==> src/sv/pef_pkg.sv <==
`default_nettype none
package pef_pkg;

  localparam int POINTS          = 16;
  localparam int MAX_FRAME_BYTES = 2048;
  localparam int MASK_W          = 16;
  localparam int IDX_W           = $clog2(MASK_W + 1);
  localparam int QDEPTH          = 4;
  localparam int QPTR_W          = $clog2(QDEPTH);

  localparam logic [31:0] EPB_TYPE        = 32'd6;
  localparam logic [15:0] EPB_FIXED_BYTES = 16'd32;
  localparam logic [15:0] PAD_MASK        = 16'd3;
  localparam logic [15:0] RECORD_LIMIT_RESET = 16'd4096;

  // register indexes on the configuration port
  localparam logic [1:0] REG_CONFIGURED = 2'd0;
  localparam logic [1:0] REG_ACTIVE     = 2'd1;
  localparam logic [1:0] REG_LIMIT      = 2'd2;

  // word positions inside one queue entry
  localparam logic [3:0] POS_TYPE    = 4'd0;
  localparam logic [3:0] POS_TOTAL   = 4'd1;
  localparam logic [3:0] POS_IFACE   = 4'd2;
  localparam logic [3:0] POS_TS_HI   = 4'd3;
  localparam logic [3:0] POS_TS_LO   = 4'd4;
  localparam logic [3:0] POS_CAPLEN  = 4'd5;
  localparam logic [3:0] POS_ORIGLEN = 4'd6;
  localparam logic [3:0] POS_DATA    = 4'd7;
  localparam logic [3:0] POS_TRAILER = 4'd8;

  typedef struct packed {
    logic             hdr;    // emit the seven header words
    logic             dat;    // emit one data word
    logic             trl;    // emit the trailing total length
    logic [15:0]      total;
    logic [IDX_W-1:0] idx;
    logic [63:0]      ts;
    logic [11:0]      len;
    logic [31:0]      word;
  } pef_entry_t;

  // number of configured points below the given point
  function automatic logic [IDX_W-1:0] index_below(input logic [MASK_W-1:0] mask,
                                                   input logic [3:0] point);
    logic [IDX_W-1:0] cnt;
    cnt = '0;
    for (int p = 0; p < MASK_W; p++) begin
      if (p < int'(point) && mask[p]) begin
        cnt = cnt + IDX_W'(1);
      end
    end
    return cnt;
  endfunction

endpackage
`default_nettype wire

==> src/sv/pef_front.sv <==
`default_nettype none
module pef_front (
  input  wire logic                clk,
  input  wire logic                rst,
  input  wire logic                in_fire,
  input  wire logic [3:0]          point_id,
  input  wire logic [63:0]         stamp,
  input  wire logic [11:0]         frame_length,
  input  wire logic [7:0]          data_byte,
  input  wire logic                first_byte,
  input  wire logic                final_byte,
  input  wire logic                cfg_fire,
  input  wire logic [1:0]          cfg_index,
  input  wire logic [15:0]         cfg_data,
  output logic                     push,
  output pef_pkg::pef_entry_t      entry
);

  logic [15:0] configured_mask;
  logic [15:0] active_mask;
  logic [15:0] record_limit;

  logic [15:0] record_count, record_count_next;
  logic        frame_admitted, frame_admitted_next;
  logic [23:0] word_assembly, word_assembly_next;
  logic [1:0]  byte_lane, byte_lane_next;
  logic [15:0] block_total, block_total_next;

  logic        ok;
  logic        adm_cur;
  logic [23:0] asm_cur;
  logic [1:0]  lane_cur;
  logic [15:0] total_new;

  always_ff @(posedge clk) begin
    if (rst) begin
      configured_mask <= '0;
      active_mask     <= '0;
      record_limit    <= pef_pkg::RECORD_LIMIT_RESET;
    end else if (cfg_fire) begin
      case (cfg_index)
        pef_pkg::REG_CONFIGURED: configured_mask <= cfg_data;
        pef_pkg::REG_ACTIVE:     active_mask     <= cfg_data;
        pef_pkg::REG_LIMIT:      record_limit    <= cfg_data;
        default: ;
      endcase
    end
  end

  always_comb begin
    ok = (int'(point_id) < pef_pkg::POINTS) &&
         configured_mask[point_id] && active_mask[point_id] &&
         (record_count < record_limit) &&
         (frame_length != 12'd0) && (int'(frame_length) <= pef_pkg::MAX_FRAME_BYTES);
    total_new = pef_pkg::EPB_FIXED_BYTES +
                ((16'(frame_length) + pef_pkg::PAD_MASK) & ~pef_pkg::PAD_MASK);

    adm_cur  = first_byte ? ok : frame_admitted;
    asm_cur  = first_byte ? 24'd0 : word_assembly;
    lane_cur = first_byte ? 2'd0 : byte_lane;

    record_count_next   = record_count;
    block_total_next    = block_total;
    frame_admitted_next = adm_cur;
    word_assembly_next  = asm_cur;
    byte_lane_next      = lane_cur;

    entry       = '0;
    entry.total = first_byte ? total_new : block_total;
    entry.idx   = pef_pkg::index_below(configured_mask, point_id);
    entry.ts    = stamp;
    entry.len   = frame_length;

    if (first_byte && ok) begin
      record_count_next = record_count + 16'd1;
      block_total_next  = total_new;
      entry.hdr         = 1'b1;
    end

    if (adm_cur) begin
      if (lane_cur == 2'd3) begin
        entry.dat          = 1'b1;
        entry.word         = {data_byte, asm_cur};
        word_assembly_next = '0;
        byte_lane_next     = 2'd0;
      end else begin
        word_assembly_next = asm_cur | (24'(data_byte) << {lane_cur, 3'b000});
        byte_lane_next     = lane_cur + 2'd1;
      end
      if (final_byte) begin
        // flush the partial word, zero padded
        if (byte_lane_next != 2'd0) begin
          entry.dat  = 1'b1;
          entry.word = {8'd0, word_assembly_next};
        end
        entry.trl           = 1'b1;
        word_assembly_next  = '0;
        byte_lane_next      = 2'd0;
        frame_admitted_next = 1'b0;
      end
    end

    push = in_fire && (entry.hdr || entry.dat || entry.trl);
  end

  always_ff @(posedge clk) begin
    if (rst) begin
      record_count   <= '0;
      frame_admitted <= 1'b0;
      word_assembly  <= '0;
      byte_lane      <= '0;
      block_total    <= '0;
    end else if (in_fire) begin
      record_count   <= record_count_next;
      frame_admitted <= frame_admitted_next;
      word_assembly  <= word_assembly_next;
      byte_lane      <= byte_lane_next;
      block_total    <= block_total_next;
    end
  end

endmodule
`default_nettype wire

==> src/sv/pef_queue.sv <==
`default_nettype none
module pef_queue (
  input  wire logic                clk,
  input  wire logic                rst,
  input  wire logic                push,
  input  wire pef_pkg::pef_entry_t push_entry,
  input  wire logic                pop,
  output pef_pkg::pef_entry_t      head,
  output logic                     empty,
  output logic                     full
);

  pef_pkg::pef_entry_t slots [pef_pkg::QDEPTH];
  logic [pef_pkg::QPTR_W-1:0] wr_ptr;
  logic [pef_pkg::QPTR_W-1:0] rd_ptr;
  logic [pef_pkg::QPTR_W:0]   count;

  assign empty = (count == '0);
  assign full  = (count == (pef_pkg::QPTR_W+1)'(pef_pkg::QDEPTH));
  assign head  = slots[rd_ptr];

  always_ff @(posedge clk) begin
    if (push) begin
      slots[wr_ptr] <= push_entry;
    end
  end

  always_ff @(posedge clk) begin
    if (rst) begin
      wr_ptr <= '0;
      rd_ptr <= '0;
      count  <= '0;
    end else begin
      if (push) begin
        wr_ptr <= wr_ptr + pef_pkg::QPTR_W'(1);
      end
      if (pop) begin
        rd_ptr <= rd_ptr + pef_pkg::QPTR_W'(1);
      end
      case ({push, pop})
        2'b10:   count <= count + (pef_pkg::QPTR_W+1)'(1);
        2'b01:   count <= count - (pef_pkg::QPTR_W+1)'(1);
        default: ;
      endcase
    end
  end

endmodule
`default_nettype wire

==> src/sv/pef_back.sv <==
`default_nettype none
module pef_back (
  input  wire logic                clk,
  input  wire logic                rst,
  input  wire pef_pkg::pef_entry_t head,
  input  wire logic                empty,
  output logic                     pop,
  output logic                     m_tvalid,
  input  wire logic                m_tready,
  output logic [31:0]              m_tdata,
  output logic                     m_tlast
);

  logic [3:0]  pos, pos_next;
  logic [3:0]  eff;
  logic        done;
  logic        load;
  logic        fire;
  logic [31:0] word;

  assign load = !m_tvalid || m_tready;
  assign fire = load && !empty;

  always_comb begin
    if (pos == pef_pkg::POS_TYPE && !head.hdr) begin
      eff = head.dat ? pef_pkg::POS_DATA : pef_pkg::POS_TRAILER;
    end else begin
      eff = pos;
    end

    unique case (eff)
      pef_pkg::POS_TYPE:    word = pef_pkg::EPB_TYPE;
      pef_pkg::POS_TOTAL:   word = 32'(head.total);
      pef_pkg::POS_IFACE:   word = 32'(head.idx);
      pef_pkg::POS_TS_HI:   word = head.ts[63:32];
      pef_pkg::POS_TS_LO:   word = head.ts[31:0];
      pef_pkg::POS_CAPLEN,
      pef_pkg::POS_ORIGLEN: word = 32'(head.len);
      pef_pkg::POS_DATA:    word = head.word;
      default:              word = 32'(head.total);
    endcase

    done     = 1'b0;
    pos_next = eff + 4'd1;
    if (eff == pef_pkg::POS_ORIGLEN) begin
      if (head.dat) begin
        pos_next = pef_pkg::POS_DATA;
      end else if (head.trl) begin
        pos_next = pef_pkg::POS_TRAILER;
      end else begin
        done = 1'b1;
      end
    end else if (eff == pef_pkg::POS_DATA) begin
      if (head.trl) begin
        pos_next = pef_pkg::POS_TRAILER;
      end else begin
        done = 1'b1;
      end
    end else if (eff == pef_pkg::POS_TRAILER) begin
      done = 1'b1;
    end
    if (done) begin
      pos_next = pef_pkg::POS_TYPE;
    end
    pop = fire && done;
  end

  always_ff @(posedge clk) begin
    if (rst) begin
      pos      <= pef_pkg::POS_TYPE;
      m_tvalid <= 1'b0;
    end else begin
      if (fire) begin
        pos <= pos_next;
      end
      if (load) begin
        m_tvalid <= !empty;
      end
    end
  end

  always_ff @(posedge clk) begin
    if (fire) begin
      m_tdata <= word;
      m_tlast <= (eff == pef_pkg::POS_TRAILER);
    end
  end

endmodule
`default_nettype wire

==> src/sv/pcapng_epb_capture_framer_top.sv <==
`default_nettype none
// Channel  | Dir | Handshake           | Payload
// s_*      | in  | s_tvalid/s_tready   | tdata: point, timestamp, length, byte;
//          |     |                     | tuser: first byte; tlast: final byte
// m_*      | out | m_tvalid/m_tready   | tdata: block word; tlast: trailer word
// cfg_*    | in  | cfg_valid/cfg_ready | cfg_index, cfg_data (16 bits)
//
// One byte is taken per cycle while the four-entry command queue has room.
// The back end sends one block word per cycle while m_tready is high; a frame
// of L bytes gives 8 + ceil(L/4) words, so the output paces short frames.
// Reset is synchronous; masks clear, the record limit returns to 4096.
// Either side may stall; the queue and the output register decouple them.
module pcapng_epb_capture_framer_top (
  input  wire logic        clk,
  input  wire logic        rst,
  input  wire logic        s_tvalid,
  output logic             s_tready,
  input  wire logic [87:0] s_tdata,   // [3:0] point, [67:4] timestamp,
                                      // [79:68] frame_length, [87:80] data_byte
  input  wire logic        s_tuser,   // [0] first_byte
  input  wire logic        s_tlast,
  output logic             m_tvalid,
  input  wire logic        m_tready,
  output logic [31:0]      m_tdata,   // [31:0] out_word
  output logic             m_tlast,
  input  wire logic        cfg_valid,
  output logic             cfg_ready,
  input  wire logic [1:0]  cfg_index,
  input  wire logic [15:0] cfg_data
);

  pef_pkg::pef_entry_t push_entry;
  pef_pkg::pef_entry_t head;
  logic push;
  logic pop;
  logic empty;
  logic full;
  logic in_fire;

  // hold input while the queue is full; config is always taken
  assign s_tready  = !full;
  assign cfg_ready = 1'b1;
  assign in_fire   = s_tvalid && s_tready;

  pef_front u_front (
    .clk           (clk),
    .rst           (rst),
    .in_fire       (in_fire),
    .point_id      (s_tdata[3:0]),
    .stamp         (s_tdata[67:4]),
    .frame_length  (s_tdata[79:68]),
    .data_byte     (s_tdata[87:80]),
    .first_byte    (s_tuser),
    .final_byte    (s_tlast),
    .cfg_fire      (cfg_valid && cfg_ready),
    .cfg_index     (cfg_index),
    .cfg_data      (cfg_data),
    .push          (push),
    .entry         (push_entry)
  );

  pef_queue u_queue (
    .clk        (clk),
    .rst        (rst),
    .push       (push),
    .push_entry (push_entry),
    .pop        (pop),
    .head       (head),
    .empty      (empty),
    .full       (full)
  );

  pef_back u_back (
    .clk      (clk),
    .rst      (rst),
    .head     (head),
    .empty    (empty),
    .pop      (pop),
    .m_tvalid (m_tvalid),
    .m_tready (m_tready),
    .m_tdata  (m_tdata),
    .m_tlast  (m_tlast)
  );

endmodule
`default_nettype wire
==> config.mk <==
export PLATFORM = sky130hd
export DESIGN_NAME = pcapng_epb_capture_framer_top
export DESIGN_NICKNAME = d
export VERILOG_FILES = /design/src/sv/pef_pkg.sv /design/src/sv/pef_front.sv /design/src/sv/pef_queue.sv /design/src/sv/pef_back.sv /design/src/sv/pcapng_epb_capture_framer_top.sv
export SDC_FILE = /design/constraint.sdc
export NUM_CORES = 1
export LEC_CHECK = 0
export BUFFER_PORTS_ARGS = -buffer_cell sky130_fd_sc_hd__buf_2
export CAP_MARGIN = 25
export CORE_MARGIN = 3
export CORE_UTILIZATION = 55
export CTS_BUF_LIST = sky130_fd_sc_hd__clkbuf_16
export DETAILED_ROUTE_END_ITERATION = 8
export PLACE_DENSITY = 0.72
export SLEW_MARGIN = 10
export SYNTH_ARGS = -nofsm -noshare
export SYNTH_HDL_FRONTEND = slang
export SYNTH_SLANG_ARGS = --single-unit
export TNS_END_PERCENT = 20
==> constraint.sdc <==
create_clock -name clk -period 11.7 [get_ports clk]
set_input_delay 2.34 -clock clk [delete_from_list [all_inputs] [get_ports clk]]
set_output_delay 2.34 -clock clk [all_outputs]
set_load 0.02 [all_outputs]
==> results_dict.tcl <==
set metrics [dict create \
    routedWlPerCell_um 21.9 \
    fin_skew_ns 0.0265 \
    ys_seq_elements 662 \
    yosys_warnings 0 \
    post_cts_buffers 0 \
    holdWs_ns 0.445 \
    grt_remaining_overflow 0 \
    hold_path_class "flop to flop" \
    drive_above_1_share_pct 17.9 \
    slew_viol_final 0 \
    antenna_found_initial 10 \
    crit_type "primary input to flop" \
    async_reset_ff_share_pct 0 \
    rows 82 \
    die-area_mm2 0.0544 \
    final_cell_mix "545 x edfxtp_1, 222 x nand2_1, 148 x buf_2" \
    final_common_cell "edfxtp_1" \
    final.period_utilization_pct 87.4 \
    post-place-ws_ns 0.940 \
    dp_hpwl_um 39300 \
    cpMaxStageDelayCell "ha_1" \
    worst_pin_slew_ns 1.05 \
    power_mw 4.98 \
    grt_pass1_vias 17200 \
    clk_latency_ns 0.59 \
    cpPeakStageDelay_ns 0.41 \
    area_growth_pct 12.7 \
    power_density_mw_per_mm2 156 \
    crit_top_cell "ha_1" \
    cp-start-kind "primary input" \
    post_drt_via_cell_ratio 5.98 \
    slew_headroom_pct 29.8 \
    grt_pass1_wl_um 96800 \
    synth_top_cell_area_share_pct 57.6 \
    drt_iter0_drc 1539 \
    reg2reg_from "u_front.configured_mask[1]$_SDFFE_PP0P_" \
    synth.avg_cell_area_um2 14.2 \
    start_util_pct 56.1 \
    cts_tree "done" \
    finalCriticalPeriod_ns 10.23 \
    seq_area_frac_synth_pct 65.9 \
    routed_wl_um 62800 \
    clkSlewWorstSetupHoldPaths_ns 0.06 \
    setup_slack_ns 1.47 \
    synth_cells 1999 \
    numCtsBuffers 68 \
    die_w_um 233 \
    yosysTopAreaCell "edfxtp_1" \
    ys_types 74 \
    design.core.area_mm2 0.0506 \
    synthFlopType "edfxtp_1" \
    io_buffers 147 \
    ir_drop_uv 101 \
    cts_root_buf "clkbuf_16" \
    final_nets 2292 \
    hold_viol 0 \
    cts-htree-levels 3 \
    critPathCaptureType "flop" \
    setup_tns_ns 0 \
    drv_cap 0 \
    num_io_pins 149 \
    ant_nets 0 \
    crit_start "s_tdata[1]" \
    critPathRequiredTime_ns 12.08 \
    instances_no_fill 2862 \
    rrSetupSlack_ns 3.67 \
    cp_max_fo 22 \
    run_status "finished, final reports clean" \
    dp.cells 2730 \
    power.leakage_nw 11.0 \
    cts_hold_buf 0 \
    fmax_ghz 0.0978 \
    cp-endpoint "u_queue.slots[3][112]$_DFFE_PP_" \
    drtPass1Iterations 6 \
    r2r-end "u_queue.slots[3][112]$_DFFE_PP_" \
    rr_worst_depth 40 \
    num_vias 17100 \
    gp_congestion 0.859 \
    clk_path_buf_depth 3 \
    drc 0 \
    cts_resized 0 \
    synth_edf_count 545 \
    grt_max_degree 84 \
    clock_sinks 662 \
    synth_nets 2156 \
    synthTopCellsByArea "edfxtp_1 58%, dfxtp_1 8.2%, mux4_2 6.1%" \
    synth_area_mm2 0.0284 \
    finalSetupViolCount 0 \
    cp.arrival_ns 10.61 \
    rsz0062_at_grt "false" \
    grtUsageTotal_pct 23.2 \
    die_h_um 233 \
]
-- kinds of logic after synthesis --
family | Yosys count | synth area share (%)
buf+inv | 148 | 2.03
mux | 223 | 11.4
xor+xnor | 66 | 2.54
other cells | 1 | 0.0132
flops | 662 | 65.9
simple gates | 488 | 7.92
compound gates | 366 | 8.23
fa+ha+maj | 45 | 2.00
-- flip-flops by register name (all words and copies together) (netlist names), 2 cells and up, named ones only --
register / count
u_back.m_tdata: 32
u_back.pos: 4
u_front.active_mask: 16
u_front.block_total: 12
u_front.byte_lane: 2
u_front.configured_mask: 16
u_front.record_count: 16
u_front.record_limit: 16
u_front.word_assembly: 24
u_queue.count: 3
u_queue.rd_ptr: 2
u_queue.slots: 512
u_queue.wr_ptr: 2
-- how the worst min path moves through the flow --
stage	startpoint	endpoint	slack, ns	depth (start not counted)
global placement	u_front.word_assembly[0]$_SDFFE_PP0P_	u_front.word_assembly[0]$_SDFFE_PP0P_	0.43	2
floorplan	u_front.word_assembly[0]$_SDFFE_PP0P_	u_front.word_assembly[0]$_SDFFE_PP0P_	0.42	2
detailed placement	u_front.word_assembly[0]$_SDFFE_PP0P_	u_front.word_assembly[0]$_SDFFE_PP0P_	0.43	2
finish	u_front.word_assembly[0]$_SDFFE_PP0P_	u_front.word_assembly[0]$_SDFFE_PP0P_	0.44	2
global route	u_front.active_mask[0]$_SDFFE_PP0P_	u_front.active_mask[0]$_SDFFE_PP0P_	0.47	2
CTS	u_front.word_assembly[0]$_SDFFE_PP0P_	u_front.word_assembly[0]$_SDFFE_PP0P_	0.45	2
-- stage by stage --
stage / util [%] / cell area (um2)
6_report: 63.2 / 32000
3_5_place_dp: 58.7 / 29700
3_3_place_gp: 58.7 / 29700
2_1_floorplan: - / 28400
4_1_cts: 62.9 / 31800
5_1_grt: 63.2 / 32000
-- synth_stat cells, drive strengths merged (19+ instances only) --
cell type	number
clkbuf	89
ha	43
buf	19
inv	40
xnor2	32
o22ai	33
edfxtp	545
xor2	30
nor2b	43
a21oi	111
mux4	78
dfxtp	117
nand2	224
nand3	22
o21ai	80
mux2i	130
o221ai	29
nor2	94
and3	20
-- worst max-delay path: cells and delay by family --
family,cells,cell delay [ns]
compound gates,11,1.98
xor+xnor,7,1.44
fa+ha+maj,8,2.28
buf+inv,2,0.34
mux,4,0.78
simple gates,10,1.46
-- report_power, final --
| part | total (mW) | internal (mW) | switching [mW] | leakage [nW] |
|---|---|---|---|---|
| combinational | 0.342 | 0.144 | 0.199 | 3.68 |
| clock | 2.05 | 1.18 | 0.873 | 1.09 |
| sequential | 2.58 | 2.56 | 0.0182 | 6.25 |
-- per-layer routing --
| metal | GRT usage (%) | vias to the layer above | part of all wire [%] |
|---|---|---|---|
| li1 | - | 7878 | - |
| met1 | 29.7 | 8578 | 40 |
| met2 | 40.5 | 551 | 51 |
| met3 | 4.27 | 100 | 6.9 |
| met4 | 6.70 | 12 | 2.0 |
| met5 | 0 | - | 0.11 |
-- final cells by class --
type                    instances  area (um2)
diodes                          6        15.0
clock buffers                  72        1800
clock inverters                47         319
fillers                      3677       18600
inverters                      40         150
multi-input cells            1189        9130
flip-flops and latches        662       18700
well taps                     672         841
repair buffers                174        1020
(Power assumes the default switching activity.)
